### config.mk
export PLATFORM = sky130hd
export DESIGN_NAME = particulate_sensor_frame_parser
export DESIGN_NICKNAME = d
export VERILOG_FILES = /design/src/sv/psfp_pkg.sv /design/src/sv/psfp_core.sv /design/src/sv/particulate_sensor_frame_parser.sv
export SDC_FILE = /design/constraint.sdc
export NUM_CORES = 1
export LEC_CHECK = 0
export ABC_AREA = 0
export BUFFER_PORTS_ARGS = -buffer_cell sky130_fd_sc_hd__buf_2
export CAP_MARGIN = 30
export CORE_UTILIZATION = 54
export DETAILED_ROUTE_END_ITERATION = 16
export PLACE_DENSITY = 0.73
export SYNTH_ARGS = -nofsm -noshare
export SYNTH_HDL_FRONTEND = slang
export SYNTH_SLANG_ARGS = --single-unit
### constraint.sdc
create_clock -name clk_i -period 4.05 [get_ports clk_i]
set_input_delay 0.2025 -clock clk_i [delete_from_list [all_inputs] [get_ports clk_i]]
set_output_delay 0.2025 -clock clk_i [all_outputs]
set_load 0.005 [all_outputs]
### src/sv/psfp_pkg.sv
package psfp_pkg;

  // Frame layout of the sensor's serial protocol.
  localparam int unsigned ByteW    = 8;
  localparam int unsigned ValW     = 16;
  localparam int unsigned IdxW     = 5;

  localparam logic [ByteW-1:0] HdrFirst  = 8'h42;
  localparam logic [ByteW-1:0] HdrSecond = 8'h4d;

  // Byte positions within the 24-byte frame.
  localparam logic [IdxW-1:0] IdxBodyStart = 5'd2;
  localparam logic [IdxW-1:0] IdxSumLast   = 5'd21;
  localparam logic [IdxW-1:0] IdxPm1Hi     = 5'd10;
  localparam logic [IdxW-1:0] IdxPm1Lo     = 5'd11;
  localparam logic [IdxW-1:0] IdxPm25Hi    = 5'd12;
  localparam logic [IdxW-1:0] IdxPm25Lo    = 5'd13;
  localparam logic [IdxW-1:0] IdxPm10Hi    = 5'd14;
  localparam logic [IdxW-1:0] IdxPm10Lo    = 5'd15;
  localparam logic [IdxW-1:0] IdxChkHi     = 5'd22;
  localparam logic [IdxW-1:0] IdxChkLo     = 5'd23;
  localparam logic [IdxW-1:0] FrameLen     = 5'd24;

  // Sum of the two header bytes, the starting point of the checksum.
  localparam logic [ValW-1:0] HdrSum = ValW'(HdrFirst) + ValW'(HdrSecond);

  // One result transaction as produced by the parser.
  typedef struct packed {
    logic            frame_ok;
    logic [ValW-1:0] pm1;
    logic [ValW-1:0] pm25;
    logic [ValW-1:0] pm10;
  } psfp_result_t;

endpackage

### src/sv/psfp_core.sv
module psfp_core (
  input  logic                              clk_i,
  input  logic                              rst_ni,
  input  logic                              step_i,
  input  logic [psfp_pkg::ByteW-1:0]        rx_byte_i,
  output logic                              res_valid_o,
  output psfp_pkg::psfp_result_t            res_o
);

  typedef enum logic [1:0] {
    PH_HUNT    = 2'd0,
    PH_SECOND  = 2'd1,
    PH_COLLECT = 2'd2
  } phase_e;

  phase_e                          phase_q, phase_d;
  logic [psfp_pkg::IdxW-1:0]       idx_q, idx_d;
  logic [psfp_pkg::ValW-1:0]       sum_q, sum_d;
  logic [psfp_pkg::ValW-1:0]       pm1_q, pm1_d;
  logic [psfp_pkg::ValW-1:0]       pm25_q, pm25_d;
  logic [psfp_pkg::ValW-1:0]       pm10_q, pm10_d;
  logic [psfp_pkg::ByteW-1:0]      chk_hi_q, chk_hi_d;
  logic [psfp_pkg::ValW-1:0]       held_pm1_q, held_pm1_d;
  logic [psfp_pkg::ValW-1:0]       held_pm25_q, held_pm25_d;
  logic [psfp_pkg::ValW-1:0]       held_pm10_q, held_pm10_d;
  logic                            done;
  logic                            sum_match;

  assign sum_match = ({chk_hi_q, rx_byte_i} == sum_q);

  // Next-state logic for one received byte.
  always_comb begin
    phase_d     = phase_q;
    idx_d       = idx_q;
    sum_d       = sum_q;
    pm1_d       = pm1_q;
    pm25_d      = pm25_q;
    pm10_d      = pm10_q;
    chk_hi_d    = chk_hi_q;
    held_pm1_d  = held_pm1_q;
    held_pm25_d = held_pm25_q;
    held_pm10_d = held_pm10_q;
    done        = 1'b0;

    case (phase_q)
      PH_SECOND: begin
        // A wrong second byte is dropped and the hunt starts over.
        if (rx_byte_i == psfp_pkg::HdrSecond) begin
          phase_d = PH_COLLECT;
          idx_d   = psfp_pkg::IdxBodyStart;
          sum_d   = psfp_pkg::HdrSum;
        end else begin
          phase_d = PH_HUNT;
        end
      end
      PH_COLLECT: begin
        if (idx_q < psfp_pkg::IdxBodyStart || idx_q >= psfp_pkg::FrameLen) begin
          phase_d = PH_HUNT;
          idx_d   = '0;
        end else begin
          if (idx_q <= psfp_pkg::IdxSumLast) begin
            sum_d = sum_q + psfp_pkg::ValW'(rx_byte_i);
          end
          case (idx_q)
            psfp_pkg::IdxPm1Hi:  pm1_d    = {rx_byte_i, 8'h00};
            psfp_pkg::IdxPm1Lo:  pm1_d    = {pm1_q[15:8], rx_byte_i};
            psfp_pkg::IdxPm25Hi: pm25_d   = {rx_byte_i, 8'h00};
            psfp_pkg::IdxPm25Lo: pm25_d   = {pm25_q[15:8], rx_byte_i};
            psfp_pkg::IdxPm10Hi: pm10_d   = {rx_byte_i, 8'h00};
            psfp_pkg::IdxPm10Lo: pm10_d   = {pm10_q[15:8], rx_byte_i};
            psfp_pkg::IdxChkHi:  chk_hi_d = rx_byte_i;
            default: ;
          endcase
          if (idx_q == psfp_pkg::IdxChkLo) begin
            // Last byte: check the frame and latch the values if it is good.
            done    = 1'b1;
            phase_d = PH_HUNT;
            idx_d   = '0;
            if (sum_match) begin
              held_pm1_d  = pm1_q;
              held_pm25_d = pm25_q;
              held_pm10_d = pm10_q;
            end
          end else begin
            idx_d = idx_q + psfp_pkg::IdxW'(1);
          end
        end
      end
      default: begin
        phase_d = (rx_byte_i == psfp_pkg::HdrFirst) ? PH_SECOND : PH_HUNT;
      end
    endcase
  end

  // Parser state advances only when a byte is stepped through.
  always_ff @(posedge clk_i or negedge rst_ni) begin
    if (!rst_ni) begin
      phase_q     <= PH_HUNT;
      idx_q       <= '0;
      sum_q       <= '0;
      pm1_q       <= '0;
      pm25_q      <= '0;
      pm10_q      <= '0;
      chk_hi_q    <= '0;
      held_pm1_q  <= '0;
      held_pm25_q <= '0;
      held_pm10_q <= '0;
    end else if (step_i) begin
      phase_q     <= phase_d;
      idx_q       <= idx_d;
      sum_q       <= sum_d;
      pm1_q       <= pm1_d;
      pm25_q      <= pm25_d;
      pm10_q      <= pm10_d;
      chk_hi_q    <= chk_hi_d;
      held_pm1_q  <= held_pm1_d;
      held_pm25_q <= held_pm25_d;
      held_pm10_q <= held_pm10_d;
    end
  end

  assign res_valid_o   = step_i && done;
  assign res_o.frame_ok = sum_match;
  assign res_o.pm1      = held_pm1_d;
  assign res_o.pm25     = held_pm25_d;
  assign res_o.pm10     = held_pm10_d;

endmodule

### src/sv/particulate_sensor_frame_parser.sv
// A byte accepted into the input register is parsed when it moves on from there;
// a finished frame's result enters the output register as that byte is parsed.
// Throughput: one byte per cycle; one more byte is held while a result is
// blocked, after which the input stalls until that result is taken.
// Reset: asynchronous, active low; parser returns to header hunt, held values
// and all valid flags clear.
module particulate_sensor_frame_parser (
  input  logic                          clk_i,
  input  logic                          rst_ni,
  input  logic                          in_valid_i,
  output logic                          in_stall_o,
  input  logic [psfp_pkg::ByteW-1:0]    rx_byte_i,
  output logic                          out_valid_o,
  input  logic                          out_stall_i,
  output logic                          frame_ok_o,
  output logic [psfp_pkg::ValW-1:0]     pm1_value_o,
  output logic [psfp_pkg::ValW-1:0]     pm25_value_o,
  output logic [psfp_pkg::ValW-1:0]     pm10_value_o
);

  logic                          in_vld_q;
  logic [psfp_pkg::ByteW-1:0]    in_byte_q;
  logic                          in_accept;
  logic                          proc_go;
  logic                          res_valid;
  psfp_pkg::psfp_result_t        res;
  logic                          out_vld_q;
  psfp_pkg::psfp_result_t        out_q;

  // The held byte moves on unless a finished result is still blocked.
  assign proc_go    = in_vld_q && (!out_vld_q || !out_stall_i);
  assign in_stall_o = in_vld_q && !proc_go;
  assign in_accept  = in_valid_i && !in_stall_o;

  // Input register.
  always_ff @(posedge clk_i or negedge rst_ni) begin
    if (!rst_ni) begin
      in_vld_q <= 1'b0;
    end else if (in_accept) begin
      in_vld_q <= 1'b1;
    end else if (proc_go) begin
      in_vld_q <= 1'b0;
    end
  end

  always_ff @(posedge clk_i) begin
    if (in_accept) begin
      in_byte_q <= rx_byte_i;
    end
  end

  psfp_core u_core (
    .clk_i       (clk_i),
    .rst_ni      (rst_ni),
    .step_i      (proc_go),
    .rx_byte_i   (in_byte_q),
    .res_valid_o (res_valid),
    .res_o       (res)
  );

  // Output register; a new result replaces one that is being taken.
  always_ff @(posedge clk_i or negedge rst_ni) begin
    if (!rst_ni) begin
      out_vld_q <= 1'b0;
    end else if (res_valid) begin
      out_vld_q <= 1'b1;
    end else if (!out_stall_i) begin
      out_vld_q <= 1'b0;
    end
  end

  always_ff @(posedge clk_i) begin
    if (res_valid) begin
      out_q <= res;
    end
  end

  assign out_valid_o  = out_vld_q;
  assign frame_ok_o   = out_q.frame_ok;
  assign pm1_value_o  = out_q.pm1;
  assign pm25_value_o = out_q.pm25;
  assign pm10_value_o = out_q.pm10;

`ifndef SYNTHESIS
  // The input side only stalls while a byte is held.
  assert property (@(posedge clk_i) disable iff (!rst_ni)
    in_stall_o |-> in_vld_q)
    else $error("input stalled with empty input register");

  // A result is only produced when the output register is free or draining.
  assert property (@(posedge clk_i) disable iff (!rst_ni)
    res_valid |-> (proc_go && (!out_vld_q || !out_stall_i)))
    else $error("result produced over a blocked transaction");

  // A result that is produced shows up in the output register next cycle.
  assert property (@(posedge clk_i) disable iff (!rst_ni)
    res_valid |=> (out_valid_o && out_q == $past(res)))
    else $error("produced result not registered");

  // A taken result with nothing new behind it leaves the output empty.
  assert property (@(posedge clk_i) disable iff (!rst_ni)
    (out_valid_o && !out_stall_i && !res_valid) |=> !out_valid_o)
    else $error("result repeated after it was taken");
`endif

endmodule
==> results of run 1 <==
## cell usage after synthesis (2+ instances only)
library cell / number / area [sq um]
nand3b_1: 2 / 15.0
inv_1: 11 / 41.3
edfxtp_1: 57 / 1710
o22a_1: 5 / 43.8
mux2_1: 20 / 225
clkbuf_1: 12 / 45.0
and2_1: 4 / 25.0
nand4_1: 6 / 37.5
o2111ai_1: 2 / 17.5
and4_1: 2 / 17.5
a21oi_1: 11 / 55.1
nor4_1: 4 / 25.0
nor3_1: 3 / 15.0
nand2_1: 26 / 97.6
nand3_1: 7 / 35.0
a21o_1: 7 / 52.6
buf_2: 4 / 20.0
o21bai_1: 3 / 22.5
and3_1: 5 / 31.3
nor2b_1: 2 / 12.5
o21ai_0: 3 / 15.0
xor2_1: 12 / 105
buf_4: 4 / 30.0
or2_2: 2 / 12.5
a22o_1: 24 / 210
xnor2_1: 10 / 87.6
mux2_2: 108 / 1220
dfrtp_1: 129 / 3230
o31ai_1: 3 / 22.5
o211ai_1: 4 / 30.0
nor2_1: 16 / 60.1
ha_1: 15 / 188
buf_6: 3 / 33.8
## timing repair
action / CTS / global route
endpoints found under the hold margin: 60 / 0
setup endpoints to repair: 0 / 0
hold buffers: 10 / 0
## layout by cell type (no fill, tap or decap), types with 11 or more instances in the layout
| cell | synthesis | final |
|---|---|---|
| dfrtp_1 | 129 | 129 |
| mux2_2 | 108 | 108 |
| buf_2 | 4 | 62 |
| edfxtp_1 | 57 | 57 |
| nand2_1 | 26 | 26 |
| a22o_1 | 24 | 24 |
| mux2_1 | 20 | 20 |
| clkbuf_16 | 0 | 17 |
| nor2_1 | 16 | 15 |
| ha_1 | 15 | 15 |
| buf_4 | 4 | 13 |
| xor2_1 | 12 | 12 |
| a21oi_1 | 11 | 11 |
## kinds of logic after synthesis
family,Yosys count,share of synthesized area
AOI/OAI and AO/OA,70,0.0668
xor gates and xnor gates,22,0.0243
adders and majority gates,16,0.0262
buffers and inverters,34,0.0214
DFF,186,0.622
muxes,128,0.181
and+or+nand+nor,86,0.0580
## worst register-to-register path, cell delays in order, from the launching register on
cell      delay, ns
edfxtp_1       0.55
ha_1           0.45
nor4_1         0.34
nand4_1        0.14
or4_4          0.55
nor4_4         0.28
buf_4          0.40
mux2_2         0.41
## cell type report
cell class / instances / area (sq um)
clock inverters: 11 / 190
inverters: 11 / 41.3
flip-flops and latches: 186 / 4940
well taps: 180 / 225
multi-input cells: 322 / 2840
fillers: 1025 / 4890
clock buffers: 21 / 460
repair buffers: 85 / 508
## metrics by stage
| step | util | setup WS, ns | std cells |
|---|---|---|---|
| 2_1_floorplan | - | 1.10 | 542 |
| 3_3_place_gp | 0.599 | 0.790 | 773 |
| 3_5_place_dp | 0.600 | 0.733 | 774 |
| 4_1_cts | 0.653 | 0.737 | 816 |
| 5_1_grt | 0.653 | 0.513 | 816 |
| 6_report | 0.653 | 0.687 | 816 |
## report_power, final
part / leakage, nW / total (mW) / internal (mW) / switching, mW
sequential: 2.43 / 1.95 / 1.94 / 0.0112
clock: 0.307 / 1.80 / 1.13 / 0.675
combinational: 1.81 / 0.0908 / 0.0280 / 0.0628
## flip-flops by register name, indices dropped and copies added, names as in the netlist
register and count:
frame_ok_o 1, in_byte_q 8, in_vld_q 1, out_valid_o 1, pm10_value_o 16, pm1_value_o 16
pm25_value_o 16, u_core.chk_hi_q 8, u_core.held_pm10_q 16, u_core.held_pm1_q 16, u_core.held_pm25_q 16, u_core.idx_q 5
u_core.phase_q 2, u_core.pm10_q 16, u_core.pm1_q 16, u_core.pm25_q 16, u_core.sum_q 16
## worst min path at each step
stage | slack (ns) | end | cells past startpoint
finish | 0.03 | out_valid_o | 3
global route | 0.04 | out_valid_o | 3
CTS | 0.01 | out_valid_o | 3
detailed placement | 0.28 | u_core.held_pm10_q[2] | 1
global placement | 0.29 | u_core.held_pm10_q[2] | 1
floorplan | -0.09 | in_vld_q | 0
## per-layer routing
metal	up-vias	part of all wire	track usage
met2	127	0.49	0.360
met5	-	0	0
met4	0	0.021	0.0889
met3	23	0.039	0.0567
li1	2160	-	-
met1	2472	0.45	0.307
==> results_dict.tcl, run 1 <==
set metrics [dict create \
    outcome "finished, final reports clean" \
    finalHoldViolations 0 \
    synthCells 542 \
    post-cts-setup-buffers 0 \
    placed_cell_area_sq_um 8450 \
    ys.flop_type "dfrtp_1" \
    fin_nets 651 \
    cts-resized-gates 0 \
    drv_cap 0 \
    yosys_warnings 0 \
    design_area_sq_um 9210 \
    grt_pass1_wl_mm 25.4 \
    r2r_start "in_byte_q[5]" \
    fmax_mhz 297 \
    worst_pin_slew_ns 0.973 \
    slowest_stage "edfxtp_1" \
    avgSynthCellArea_sq_um 14.7 \
    fin_setup_tns_ns 0 \
    rows 43 \
    cts.htree.levels 4 \
    drv_slew 0 \
    finalCritPeriodShare 0.830 \
    wl_mm 15.8 \
    crit_chain "ha_1 > nor4_1 > nand4_1 > or4_4 > nor4_4 > buf_4 > mux2_2" \
    rsz0062_at_grt "false" \
    syn_area_sq_um 7940 \
    cp-start-kind "register" \
    seq_area_frac_synth 0.622 \
    crit_buf_inv 1 \
    synth_edf_count 57 \
    power.density_nw_per_um2 417 \
    dr_total_vias 4782 \
    clock_latency_ns 0.43 \
    critical-path-max-stage-delay_ns 0.55 \
    p_leak_nw 4.55 \
    viasPerCell 5.86 \
    antenna_found_initial 0 \
    globalRouteOverflowTotal 0 \
    clk_pin_slew_ns 0.07 \
    dpl.hpwl_mm 10.3 \
    power_mw 3.84 \
    min_from "out_stall_i" \
    ys_async_sr_fraction 0.694 \
    drive_above_1_share 0.346 \
    die-height_microns 123 \
    slew_headroom 0.348 \
    cts_buffer_depth 2 \
    irDropWorstVdd_uv 303 \
    end_kind "register" \
    grtUsageTotal 0.229 \
    cts_buffers 17 \
    diodes 0 \
    grt_pass1_vias 4858 \
    grt_max_degree 54 \
    num_io_pins 63 \
    syn-num-nets 570 \
    dieArea_sq_um 15200 \
    cts_root_buf "clkbuf_16" \
    placement.io_buffers 62 \
    cts_tree "done" \
    crit_fanout 26 \
    rr_worst_depth 7 \
    reg2reg_to "pm1_value_o[6]" \
    core_sq_um 14100 \
    drt-initial-drc-count 365 \
    gp_congestion 0.928 \
    ys_ff_latch 186 \
    crit_type "reg -> reg" \
    cts_num_sinks 186 \
    cp_num_cells 7 \
    clock_skew_ns 0.00893 \
    die_w_microns 123 \
    synth.distinct_cells 49 \
    critPathTopFamily "simple AND/OR/NAND/NOR gates" \
    hold_class "in -> reg" \
    crit_end "pm1_value_o[6]" \
    hold_slack_ns 0.0281 \
    ant_nets 0 \
    required_ns 4.22 \
    setup_viol 0 \
    crit_arrival_ns 3.53 \
    period_needed_ns 3.36 \
    start_util 0.563 \
    rrSetupSlack_ns 0.69 \
    dr.pass1.iters 4 \
    drc 0 \
    post_drt_wl_per_cell_microns 19.3 \
    area_growth_pct 15.9 \
    crit_path_start "in_byte_q[5]" \
]
Power figures use the tool's default switching activity.
==> run 2: changes to the inputs <==
- clock period: 4.05 -> 3.31 ns (I/O delays scaled with it)
==> run 2 against run 1 <==
Clock power grew 6%. Clock-buffer cell count is the same. Wire length shrank 0.28%. Register-to-register slack lost 0.55 ns. Sequential share of layout area grew 0.15 points. Sequential power grew 22%. Die area is the same. Total power grew 15%. First-iteration DRC count shrank 25%. Non-clock buffer count grew 5. Worst hold slack gained 0.36 ns. Setup slack lost 0.55 ns. Critical endpoint is now pm1_value_o[5]. Largest cell class unchanged. Largest power group unchanged.
==> results_dict.tcl, run 2 (synthesis gave the netlist of run 1 again) <==
set metrics [dict create \
    cp-start-kind "register" \
    end_kind "register" \
    post_drt_wl_per_cell_microns 19.1 \
    viasPerCell 5.71 \
    antenna_found_initial 0 \
    seq_area_sq_um 4940 \
    start_util 0.563 \
    fmax_mhz 315 \
    rrSetupSlack_ns 0.14 \
    cts_tree "done" \
    crit_arrival_ns 3.35 \
    multi_input_area_sq_um 2840 \
    power_mw 4.40 \
    rows 43 \
    num-fill-cells 1015 \
    wl_mm 15.7 \
    clock_skew_ns 0.0191 \
    crit_fanout 48 \
    drive_above_1_share 0.342 \
    drv_slew 0 \
    cts_num_sinks 186 \
    rr_worst_depth 7 \
    clk_pin_slew_ns 0.06 \
    grt_max_degree 65 \
    crit_buf_inv 1 \
    dpl.hpwl_mm 9.79 \
    setup_viol 0 \
    dr.pass1.iters 5 \
    slew_headroom 0.434 \
    outcome "finished, final reports clean" \
    dr_total_vias 4687 \
    fin_nets 656 \
    crit_chain "ha_1 > nor4_1 > nand4_1 > or4_4 > nor4_4 > buf_12 > mux2_2" \
    dieArea_sq_um 15200 \
    die-height_microns 123 \
    fin_setup_tns_ns 0 \
    diodes 0 \
    cts_root_buf "clkbuf_16" \
    irDropWorstVdd_uv 343 \
    final_cell_mix "dfrtp_1, mux2_2, buf_2" \
    core_sq_um 14100 \
    finalHoldViolations 0 \
    finalCritPeriodShare 0.959 \
    post-cts-setup-buffers 0 \
    hold_class "in -> async" \
    rsz0062_at_grt "false" \
    cts_buffers 17 \
    clock_latency_ns 0.43 \
    placement.io_buffers 62 \
    cts_buffer_depth 2 \
    p_leak_nw 4.55 \
    reg2reg_to "pm1_value_o[5]" \
    grt_pass1_wl_mm 25.6 \
    drv_cap 0 \
    drt-initial-drc-count 272 \
    r2r_start "in_byte_q[5]" \
    area_growth_pct 15.6 \
    crit_type "reg -> reg" \
    required_ns 3.48 \
    die_w_microns 123 \
    num_io_pins 63 \
    period_needed_ns 3.17 \
    drc 0 \
    grtUsageTotal 0.227 \
    power.density_nw_per_um2 480 \
    critPathTopFamily "simple AND/OR/NAND/NOR gates" \
    worst_pin_slew_ns 0.849 \
    grt_pass1_vias 4937 \
    cts.htree.levels 4 \
    globalRouteOverflowTotal 0 \
    ant_nets 0 \
    critical-path-max-stage-delay_ns 0.55 \
    layout_commonest_cell "dfrtp_1" \
    gp_congestion 0.912 \
    slowest_stage "or4_4" \
]
[run 2: changes by cell type in the layout (fill, tap and decap cells not counted), sizes merged]
cell / delta
buf: +4
bufinv: -3
clkinv: +7
clkinvlp: -3
dlygate4sd3: +1
inv: -1
[run 2: final cells by class]
class                           instances  area share
Multi-Input combinational cell        322       0.309
Timing Repair Buffer                   90      0.0641
Inverter                               11     0.00450
Clock inverter                         11      0.0113
Clock buffer                           21      0.0480
Sequential cell                       186       0.538
Tap cell                              180      0.0245
[run 2: power breakdown]
part / leakage, nW / internal, mW / switching, mW
combinational: 1.84 / 0.0402 / 0.0878
sequential: 2.43 / 2.37 / 0.00616
clock: 0.269 / 1.10 / 0.800
[run 2: worst max path at each step]
stage / from / end / slack [ns] / cells past startpoint
6_report: in_byte_q[5] / pm1_value_o[5] / 0.14 / 7
5_1_grt: in_byte_q[5] / pm25_value_o[12] / 0.03 / 7
4_1_cts: in_byte_q[3] / pm1_value_o[5] / 0.14 / 7
3_5_place_dp: in_byte_q[3] / pm1_value_o[13] / 0.15 / 7
3_3_place_gp: in_byte_q[3] / pm1_value_o[5] / 0.20 / 7
2_1_floorplan: in_byte_q[5] / pm10_value_o[0] / 0.36 / 8
[run 2: worst register-to-register path, delay by kind of cell, from the launching register on]
family,cells,cell delay (ns)
adder cells (fa/ha/maj),1,0.41
buffers and inverters,1,0.32
flip-flops,1,0.42
multiplexers,1,0.41
AND/OR/NAND/NOR,4,1.38
[run 2: what timing repair did]
action                    in CTS  in global routing
hold endpoints to repair      71                  0
resized for setup              0                  0
hold buffers                  11                  0
[run 2: metal layers]
layer / up-vias / global-route usage / share of wire
met5: - / 0 / 0
met4: 0 / 0.0904 / 0.014
met3: 16 / 0.0494 / 0.046
met1: 2373 / 0.299 / 0.44
li1: 2183 / - / -
met2: 115 / 0.368 / 0.50
[run 2: through the flow]
stage | instance area, sq um | util | hold slack (ns) | worst slack (ns) | std cells
2_1_floorplan | 7940 | - | -0.130 | 0.356 | 542
3_3_place_gp | 8520 | 0.605 | 0.320 | 0.197 | 778
3_5_place_dp | 8520 | 0.605 | 0.331 | 0.148 | 778
4_1_cts | 9180 | 0.651 | 0.424 | 0.138 | 821
5_1_grt | 9180 | 0.651 | 0.432 | 0.0266 | 821
6_report | 9180 | 0.651 | 0.393 | 0.135 | 821
